==> config.mk <==
export PLATFORM = sky130hd
export DESIGN_NAME = node_presence_table_with_aging_top
export DESIGN_NICKNAME = d
export VERILOG_FILES = /design/src/sv/npt_pkg.sv /design/src/sv/npt_table.sv /design/src/sv/npt_cmp.sv /design/src/sv/node_presence_table_with_aging_top.sv
export SDC_FILE = /design/constraint.sdc
export NUM_CORES = 2
export LEC_CHECK = 0
export BUFFER_PORTS_ARGS = -buffer_cell sky130_fd_sc_hd__buf_2
export CORE_UTILIZATION = 30
export DETAILED_ROUTE_END_ITERATION = 12
export PLACE_DENSITY = 0.51
export SKIP_CTS_REPAIR_TIMING = 1
export SYNTH_ARGS = -nofsm -noshare
export SYNTH_HDL_FRONTEND = slang
export SYNTH_SLANG_ARGS = --single-unit
==> constraint.sdc <==
create_clock -name clk_i -period 9 [get_ports clk_i]
set_input_delay 1.35 -clock clk_i [delete_from_list [all_inputs] [get_ports clk_i]]
set_output_delay 1.35 -clock clk_i [all_outputs]
set_load 0.01 [all_outputs]
==> src/sv/npt_pkg.sv <==
// Shared types and codes for the node presence table.
// Used by npt_table, npt_cmp and node_presence_table_with_aging_top.
package npt_pkg;

  localparam logic [15:0] TIMEOUT_RESET = 16'd3000;

  typedef enum logic [1:0] {
    REQ_REPORT = 2'd0,
    REQ_SWEEP  = 2'd1,
    REQ_RD_IDX = 2'd2,
    REQ_RD_ID  = 2'd3
  } req_e;

  typedef enum logic [2:0] {
    ST_UPDATED  = 3'd0,
    ST_INSERTED = 3'd1,
    ST_FULL     = 3'd2,
    ST_SWEEP    = 3'd3,
    ST_FOUND    = 3'd4,
    ST_MISSING  = 3'd5
  } status_e;

  typedef enum logic [6:0] {
    S_IDLE     = 7'b0000001,
    S_LOOK     = 7'b0000010,
    S_RDX      = 7'b0000100,
    S_SW_CHK   = 7'b0001000,
    S_SW_MOVE  = 7'b0010000,
    S_SW_READ  = 7'b0100000,
    S_OUT      = 7'b1000000
  } state_e;

  typedef struct packed {
    logic [6:0]  id;
    logic [1:0]  health;
    logic [2:0]  mode;
    logic [31:0] uptime;
    logic [15:0] vendor;
    logic [31:0] seen;
  } entry_t;

  typedef struct packed {
    req_e        req_type;
    logic [6:0]  node_id;
    logic [3:0]  entry_index;
    logic [1:0]  health;
    logic [2:0]  mode;
    logic [31:0] uptime;
    logic [15:0] vendor;
    logic [31:0] now;
  } req_t;

  typedef struct packed {
    status_e     status;
    logic [4:0]  node_count;
    logic [4:0]  removed;
    logic [3:0]  found_index;
    entry_t      entry;
  } result_t;

  // compare unit flags
  typedef struct packed {
    logic id_hit;
    logic stale;
  } cmp_t;

endpackage

==> src/sv/npt_table.sv <==
// Entry store of the presence table: one write port, one read port, registered read.
// Depends on npt_pkg for the entry layout.
module npt_table #(
  parameter int DEPTH = 16,
  parameter int AW    = 4
) (
  input  logic            clk_i,
  input  logic            wr_en_i,
  input  logic [AW-1:0]   wr_addr_i,
  input  npt_pkg::entry_t wr_data_i,
  input  logic            rd_en_i,
  input  logic [AW-1:0]   rd_addr_i,
  output npt_pkg::entry_t rd_data_o
);
  import npt_pkg::*;

  entry_t mem_q [DEPTH];
  entry_t rd_data_q;

  always_ff @(posedge clk_i) begin
    if (wr_en_i) begin
      mem_q[wr_addr_i] <= wr_data_i;
    end
  end

  always_ff @(posedge clk_i) begin
    if (rd_en_i) begin
      rd_data_q <= mem_q[rd_addr_i];
    end
  end

  assign rd_data_o = rd_data_q;

endmodule

==> src/sv/npt_cmp.sv <==
// Shared compare unit: node id match and age-versus-timeout test on the entry read.
// Depends on npt_pkg.
module npt_cmp (
  input  npt_pkg::entry_t entry_i,
  input  logic [6:0]      node_id_i,
  input  logic [31:0]     now_i,
  input  logic [15:0]     timeout_i,
  output npt_pkg::cmp_t   flags_o
);
  import npt_pkg::*;

  logic [31:0] age;

  // age wraps modulo 2^32
  assign age            = now_i - entry_i.seen;
  assign flags_o.stale  = age > {16'd0, timeout_i};
  assign flags_o.id_hit = entry_i.id == node_id_i;

endmodule

==> src/sv/node_presence_table_with_aging_top.sv <==
// Node presence table with aging. Report or lookup by id scans the stored entries in order,
// one entry per cycle through the table read port, until a hit or the end of the count; read
// by index reads one entry; sweep checks each entry and, for a stale one, moves the last entry
// into its place (S_SW_CHK, S_SW_MOVE, S_SW_READ) and checks it again. One item at a time: tready
// returns as the result enters the output register; S_OUT waits while the old result is not taken.
// Reset clears count, state and output valid; timeout returns to 3000 ms; table not cleared.
module node_presence_table_with_aging_top #(
  parameter int MAX_ENTRIES = 16
) (
  input  logic         clk_i,
  input  logic         rst_ni,
  input  logic         cfg_we_i,
  input  logic [15:0]  cfg_wdata_i,      // stale_timeout_ms
  input  logic         s_axis_tvalid_i,
  output logic         s_axis_tready_o,
  // node_id[6:0], entry_index[10:7], health[12:11], mode[15:13], uptime[47:16],
  // vendor_code[63:48], now_ms[95:64]
  input  logic [95:0]  s_axis_tdata_i,
  input  logic [1:0]   s_axis_tuser_i,   // req_type[1:0]
  output logic         m_axis_tvalid_o,
  input  logic         m_axis_tready_i,
  // node_count[4:0], removed_count[9:5], found_index[13:10], entry_node_id[20:14],
  // entry_health[22:21], entry_mode[25:23], entry_uptime[57:26],
  // entry_vendor_code[73:58], entry_last_seen_ms[105:74], zero[111:106]
  output logic [111:0] m_axis_tdata_o,
  output logic [2:0]   m_axis_tuser_o    // status[2:0]
);
  import npt_pkg::*;

  localparam int CW = $clog2(MAX_ENTRIES + 1);
  localparam int IW = (MAX_ENTRIES > 1) ? $clog2(MAX_ENTRIES) : 1;
  localparam logic [CW-1:0] MAX_CNT = CW'(MAX_ENTRIES);

  state_e        state_q, state_d;
  req_t          req_q, req_d;
  logic [CW-1:0] i_q, i_d;
  logic [CW-1:0] cnt_q, cnt_d;
  logic [CW-1:0] rem_q, rem_d;
  logic [15:0]   tmo_q;
  result_t       res_q, res_d;
  result_t       out_q;
  logic          out_valid_q;
  logic          out_load;

  logic          rd_en, wr_en;
  logic [IW-1:0] rd_addr, wr_addr;
  entry_t        wr_data, rd_data, new_entry;
  cmp_t          flags;
  req_t          in_req;

  assign in_req.req_type    = req_e'(s_axis_tuser_i);
  assign in_req.node_id     = s_axis_tdata_i[6:0];
  assign in_req.entry_index = s_axis_tdata_i[10:7];
  assign in_req.health      = s_axis_tdata_i[12:11];
  assign in_req.mode        = s_axis_tdata_i[15:13];
  assign in_req.uptime      = s_axis_tdata_i[47:16];
  assign in_req.vendor      = s_axis_tdata_i[63:48];
  assign in_req.now         = s_axis_tdata_i[95:64];

  assign new_entry.id     = req_q.node_id;
  assign new_entry.health = req_q.health;
  assign new_entry.mode   = req_q.mode;
  assign new_entry.uptime = req_q.uptime;
  assign new_entry.vendor = req_q.vendor;
  assign new_entry.seen   = req_q.now;

  npt_table #(
    .DEPTH (MAX_ENTRIES),
    .AW    (IW)
  ) u_table (
    .clk_i     (clk_i),
    .wr_en_i   (wr_en),
    .wr_addr_i (wr_addr),
    .wr_data_i (wr_data),
    .rd_en_i   (rd_en),
    .rd_addr_i (rd_addr),
    .rd_data_o (rd_data)
  );

  npt_cmp u_cmp (
    .entry_i   (rd_data),
    .node_id_i (req_q.node_id),
    .now_i     (req_q.now),
    .timeout_i (tmo_q),
    .flags_o   (flags)
  );

  assign s_axis_tready_o = state_q == S_IDLE;

  always_comb begin
    state_d  = state_q;
    req_d    = req_q;
    i_d      = i_q;
    cnt_d    = cnt_q;
    rem_d    = rem_q;
    res_d    = res_q;
    rd_en    = 1'b0;
    rd_addr  = i_q[IW-1:0];
    wr_en    = 1'b0;
    wr_addr  = i_q[IW-1:0];
    wr_data  = rd_data;
    out_load = 1'b0;

    case (state_q)
      S_IDLE: begin
        if (s_axis_tvalid_i) begin
          req_d   = in_req;
          i_d     = '0;
          rem_d   = '0;
          rd_en   = 1'b1;
          rd_addr = '0;
          case (in_req.req_type)
            REQ_SWEEP: state_d = S_SW_CHK;
            REQ_RD_IDX: begin
              rd_addr = IW'(in_req.entry_index);
              state_d = S_RDX;
            end
            default: state_d = S_LOOK;
          endcase
        end
      end

      S_LOOK: begin
        res_d            = '0;
        res_d.node_count = 5'(cnt_q);
        if (i_q >= cnt_q) begin
          state_d = S_OUT;
          if (req_q.req_type == REQ_REPORT) begin
            if (cnt_q < MAX_CNT) begin
              wr_en             = 1'b1;
              wr_addr           = cnt_q[IW-1:0];
              wr_data           = new_entry;
              cnt_d             = cnt_q + 1'b1;
              res_d.status      = ST_INSERTED;
              res_d.node_count  = 5'(cnt_q + 1'b1);
              res_d.found_index = 4'(cnt_q);
              res_d.entry       = new_entry;
            end else begin
              res_d.status = ST_FULL;
            end
          end else begin
            res_d.status = ST_MISSING;
          end
        end else if (flags.id_hit) begin
          state_d           = S_OUT;
          res_d.found_index = 4'(i_q);
          if (req_q.req_type == REQ_REPORT) begin
            wr_en        = 1'b1;
            wr_data      = new_entry;
            res_d.status = ST_UPDATED;
            res_d.entry  = new_entry;
          end else begin
            res_d.status = ST_FOUND;
            res_d.entry  = rd_data;
          end
        end else begin
          // prefetch next entry while this one is compared
          i_d     = i_q + 1'b1;
          rd_en   = 1'b1;
          rd_addr = IW'(i_q + 1'b1);
        end
      end

      S_RDX: begin
        res_d            = '0;
        res_d.node_count = 5'(cnt_q);
        if (8'(req_q.entry_index) < 8'(cnt_q)) begin
          res_d.status      = ST_FOUND;
          res_d.found_index = req_q.entry_index;
          res_d.entry       = rd_data;
        end else begin
          res_d.status = ST_MISSING;
        end
        state_d = S_OUT;
      end

      S_SW_CHK: begin
        if (i_q >= cnt_q) begin
          res_d            = '0;
          res_d.status     = ST_SWEEP;
          res_d.node_count = 5'(cnt_q);
          res_d.removed    = 5'(rem_q);
          state_d          = S_OUT;
        end else if (flags.stale) begin
          // fetch the last entry to fill the hole
          rd_en   = 1'b1;
          rd_addr = IW'(cnt_q - 1'b1);
          state_d = S_SW_MOVE;
        end else begin
          i_d     = i_q + 1'b1;
          rd_en   = 1'b1;
          rd_addr = IW'(i_q + 1'b1);
        end
      end

      S_SW_MOVE: begin
        wr_en   = 1'b1;
        wr_data = rd_data;
        cnt_d   = cnt_q - 1'b1;
        rem_d   = rem_q + 1'b1;
        state_d = S_SW_READ;
      end

      S_SW_READ: begin
        // recheck the moved entry at the same position
        rd_en   = 1'b1;
        state_d = S_SW_CHK;
      end

      S_OUT: begin
        if (!out_valid_q || m_axis_tready_i) begin
          out_load = 1'b1;
          state_d  = S_IDLE;
        end
      end

      default: state_d = S_IDLE;
    endcase
  end

  always_ff @(posedge clk_i or negedge rst_ni) begin
    if (!rst_ni) begin
      state_q     <= S_IDLE;
      i_q         <= '0;
      cnt_q       <= '0;
      rem_q       <= '0;
      tmo_q       <= TIMEOUT_RESET;
      out_valid_q <= 1'b0;
    end else begin
      state_q <= state_d;
      i_q     <= i_d;
      cnt_q   <= cnt_d;
      rem_q   <= rem_d;
      if (cfg_we_i) begin
        tmo_q <= cfg_wdata_i;
      end
      if (out_load) begin
        out_valid_q <= 1'b1;
      end else if (m_axis_tready_i) begin
        out_valid_q <= 1'b0;
      end
    end
  end

  always_ff @(posedge clk_i) begin
    req_q <= req_d;
    res_q <= res_d;
    if (out_load) begin
      out_q <= res_q;
    end
  end

  assign m_axis_tvalid_o = out_valid_q;
  assign m_axis_tuser_o  = out_q.status;
  assign m_axis_tdata_o  = {6'd0, out_q.entry.seen, out_q.entry.vendor, out_q.entry.uptime,
                            out_q.entry.mode, out_q.entry.health, out_q.entry.id,
                            out_q.found_index, out_q.removed, out_q.node_count};

endmodule
==> results by group <==
Outcome
  – Status: completed

Floorplan
  – Initial Util: 30.3%
  – CORE AREA: 249,000 sq um
  – Die X-Extent: 503 microns
  – Die Y: 503 microns
  – Row count: 183
  – I/O Pins: 236
  – Die area: 253,000 sq um

Synth
  – Avg Inst Size Synth: 15.2 sq um
  – Primary FF master, synth: edfxtp_1
  – EDFF count, synth: 1,880
  – Post-Synthesis Cell Area: 75,400 sq um
  – Post-synthesis cell type count: 78
  – Dominant cells by area after synthesis: edfxtp_1 (75%), nand2_1 (4.4%), a21oi_1 (2.7%), mux2i_1 (2.2%), mux2_2 (1.9%)
  – Gate Count Post-Synth: 4,956
  – Post-synthesis async set-or-reset flop share: 2.03%
  – Post-synth top area share: 74.9%
  – Yosys reg bits: 1,919
  – Synth warnings: 0
  – Yosys top cell by area: edfxtp_1
  – Seq/Total Area, Yosys: 76.2%

Flow run
  – # Max-Cap Violations: 0

Worst setup path
  – Startpoint types: flip-flop
  – Crit end category: flip-flop
  – WP data arrival: 8070 ps
  – CP max stage delay: 710 ps
  – CP startpoint: u_table.rd_data_o[7]
  – R2R cell count: 20
  – Reg2reg setup slack: 1520 ps
  – Reg2reg end: u_table.rd_data_o[11]
  – CP max FO: 37
  – Worst path cell trace: inv_1, ha_1, a21oi_1, nand2_1, o21ai_0, nand2_1, xor2_1, ha_1, nand4_1, nor4_1, o31ai_1, nor4_1, nand4_1, nor4_4, mux2_4, and2_2, and2_1, a22o_1, o21ai_0, nand4b_1
  – Req. time, crit path: 9590 ps
  – Critical path capture point: u_table.rd_data_o[11]
  – Setup CP Type: reg2reg
  – Slowest stage cell, crit path: mux2_4
  – Worst r2r src: u_table.rd_data_o[7]

Detailed routing
  – DR vias/cell: 5.06
  – DRC: 0
  – Metal-1 WL: 102 mm
  – DRT iter0 DRCs: 4,408
  – Highest routed layer: met4
  – Vias: 44,100
  – WL/cell: 25.2 microns
  – Final WL: 220 mm
  – Routed wl met2: 101 mm
  – Drt pass-1 iters: 7
  – Antenna-violating nets left: 0
  – Met3 WL: 13.8 mm

Timing
  – RSZ-0062 raised after global routing: no
  – Slew @ Worst Pin: 1270 ps
  – Setup_tns: 0 ps
  – Slew Limit Headroom: 15.3%
  – Final setup viols: 0
  – Max-slew violation count: 0
  – Clock skew: 63.2 ps
  – Period minus WS final: 7480 ps
  – Hold WS: 413 ps
  – Final worst path period share: 83.1%
  – Fin. Hold Viols: 0
  – Setup ws final: 1520 ps
  – Maximum clock rate: 134 MHz

Final layout
  – Fill count: 23,900
  – Layout cells sized above 1: 15.0%
  – Area of the multi-input gates: 16,700 sq um
  – Reg area: 57,400 sq um
  – Utilization after layout: 35.0%
  – Fin area: 87,200 sq um
  – Nets: 5,406
  – Area Overhead vs Synth: 15.7%

CTS
  – CTS buffer count: 197
  – Clock transition at path regs: 60 ps
  – CTS Root Cell: clkbuf_16
  – Worst skew pair latency: 860 ps
  – CTS tree: done
  – Clk sinks: 1,919
  – CTS H-tree depth: 4
  – Clock Tree Buf Depth: 3

Power and ir drop
  – VDD IR max: 567 uV
  – Comb pwr share: 30.8%
  – Sw frac: 35.8%
  – Static leakage: 0.0293 uW
  – PD cells: 340 nW/um^2
  – Clk network pwr share: 27.3%
  – Psw: 10,600 uW
  – Internal Power: 19,000 uW
  – Seq pwr share: 41.9%

Placed design
  – GPL Wtd Cong: 0.829
  – Post-Place Setup Slack: 1600 ps
  – Final HPWL DP: 120 mm
  – Placed Area: 80,900 sq um
  – Port Buffers: 229

Worst hold path
  – Hold_sp: res_q[27]
  – Worst hold path type: reg2reg

Global routing
  – Largest net degree at the start of global routing: 128
  – First-pass GRT wire length: 313 mm
  – Vias in the first global route: 43,200
  – Grt total ovfl: 0
  – Total GRT Usage: 17.0%
  – Initial antenna violation count: 9
[worst max-delay path, delay by kind of cell (launching register included)]
family          cells  cell delay (ps)
mux                 1              710
xor+xnor            1              180
flops               1              490
buf+inv             1               70
simple gates       10             3620
fa+ha+maj           2              700
compound gates      5             1350
[kinds of logic (layout without fill, tap and decap cells)]
kind of cell               after synthesis  in the layout  share of synthesized area [%]
DFF                                   1919           1919                           76.2
and+or+nand+nor                       1261           1261                           7.16
AOI/OAI and AO/OA                     1031           1031                           8.97
buffers and inverters                  348            773                           2.05
muxes                                  290            290                           4.06
adders and majority gates               64             64                           1.07
xor gates and xnor gates                42             42                          0.488
other                                    1              9                        0.00497
[cells in the final DEF, fill, tap and decap left out, drive strengths merged, types with 77 or more instances in the layout]
master,instances
buf,339
mux2i,164
o22ai,77
inv,78
clkbuf,231
a21oi,410
mux2,126
nand2,885
a22o,141
nor2,112
clkinv,103
o21ai,98
edfxtp,1880
[worst min path at each step]
| stage | to | slack, ps | cells past startpoint |
|---|---|---|---|
| after floorplan | m_axis_tdata_o[0] | 400 | 0 |
| after global placement | m_axis_tdata_o[92] | 400 | 0 |
| after detailed placement | m_axis_tdata_o[101] | 400 | 0 |
| after CTS | m_axis_tdata_o[101] | 420 | 0 |
| after global routing | m_axis_tdata_o[5] | 420 | 0 |
| final | m_axis_tdata_o[101] | 410 | 0 |
[cells in the mapped netlist, types with 31 or more instances]
cell / count
a21oi_1: 410
nand2_1: 883
edfxtp_1: 1880
clkbuf_1: 140
nand4_1: 33
buf_2: 97
a22o_1: 141
nand3_1: 47
o22ai_1: 77
a22oi_1: 51
nor3_1: 69
ha_1: 63
dfrtp_1: 31
inv_1: 70
mux2i_1: 164
nor2_1: 109
a2bb2oi_1: 55
mux2_2: 125
a2111oi_0: 33
o21ai_0: 95
[routing by layer]
layer  vias to the layer above  global-route usage, %
met2                      1583                   26.9
met1                     22800                   24.7
li1                      19500                      -
met4                         0                   3.50
met5                         -                      0
met3                       267                   2.46
[state kept, by name, summed over array words and instances, names as in the netlist]
name               flops
m_axis_tuser_o         3
res_q                109
rem_q                  5
state_q                7
cnt_q                  5
new_entry             92
req_q                  6
tmo_q                 16
m_axis_tdata_o       106
u_table.mem_q       1472
m_axis_tvalid_o        1
u_table.rd_data_o     92
i_q                    5
[cell type report]
class / instances / share of cell area, %
inverter: 72 / 0.310
clock inverter: 131 / 1.42
tap: 3330 / 4.78
timing repair buffer: 339 / 2.62
sequential: 1919 / 65.9
clock buffer: 231 / 5.85
antenna: 3 / 0.00861
multi-input combinational: 2694 / 19.2
[power groups by stage]
stage	combinational, uW	sequential [uW]	clock [uW]
global placement	9090	12600	0
detailed placement	9190	12600	0
finish	9150	12400	8090
CTS	9220	12400	8260
global route	9920	12500	8590
floorplan	5930	12300	0
[through the flow]
step,cells,power [uW]
4_1_cts,8716,29900
2_1_floorplan,4961,18300
3_3_place_gp,8354,21700
6_report,8719,29700
5_1_grt,8716,31000
3_5_place_dp,8354,21800
No activity file was read; power rests on OpenSTA's default activity.
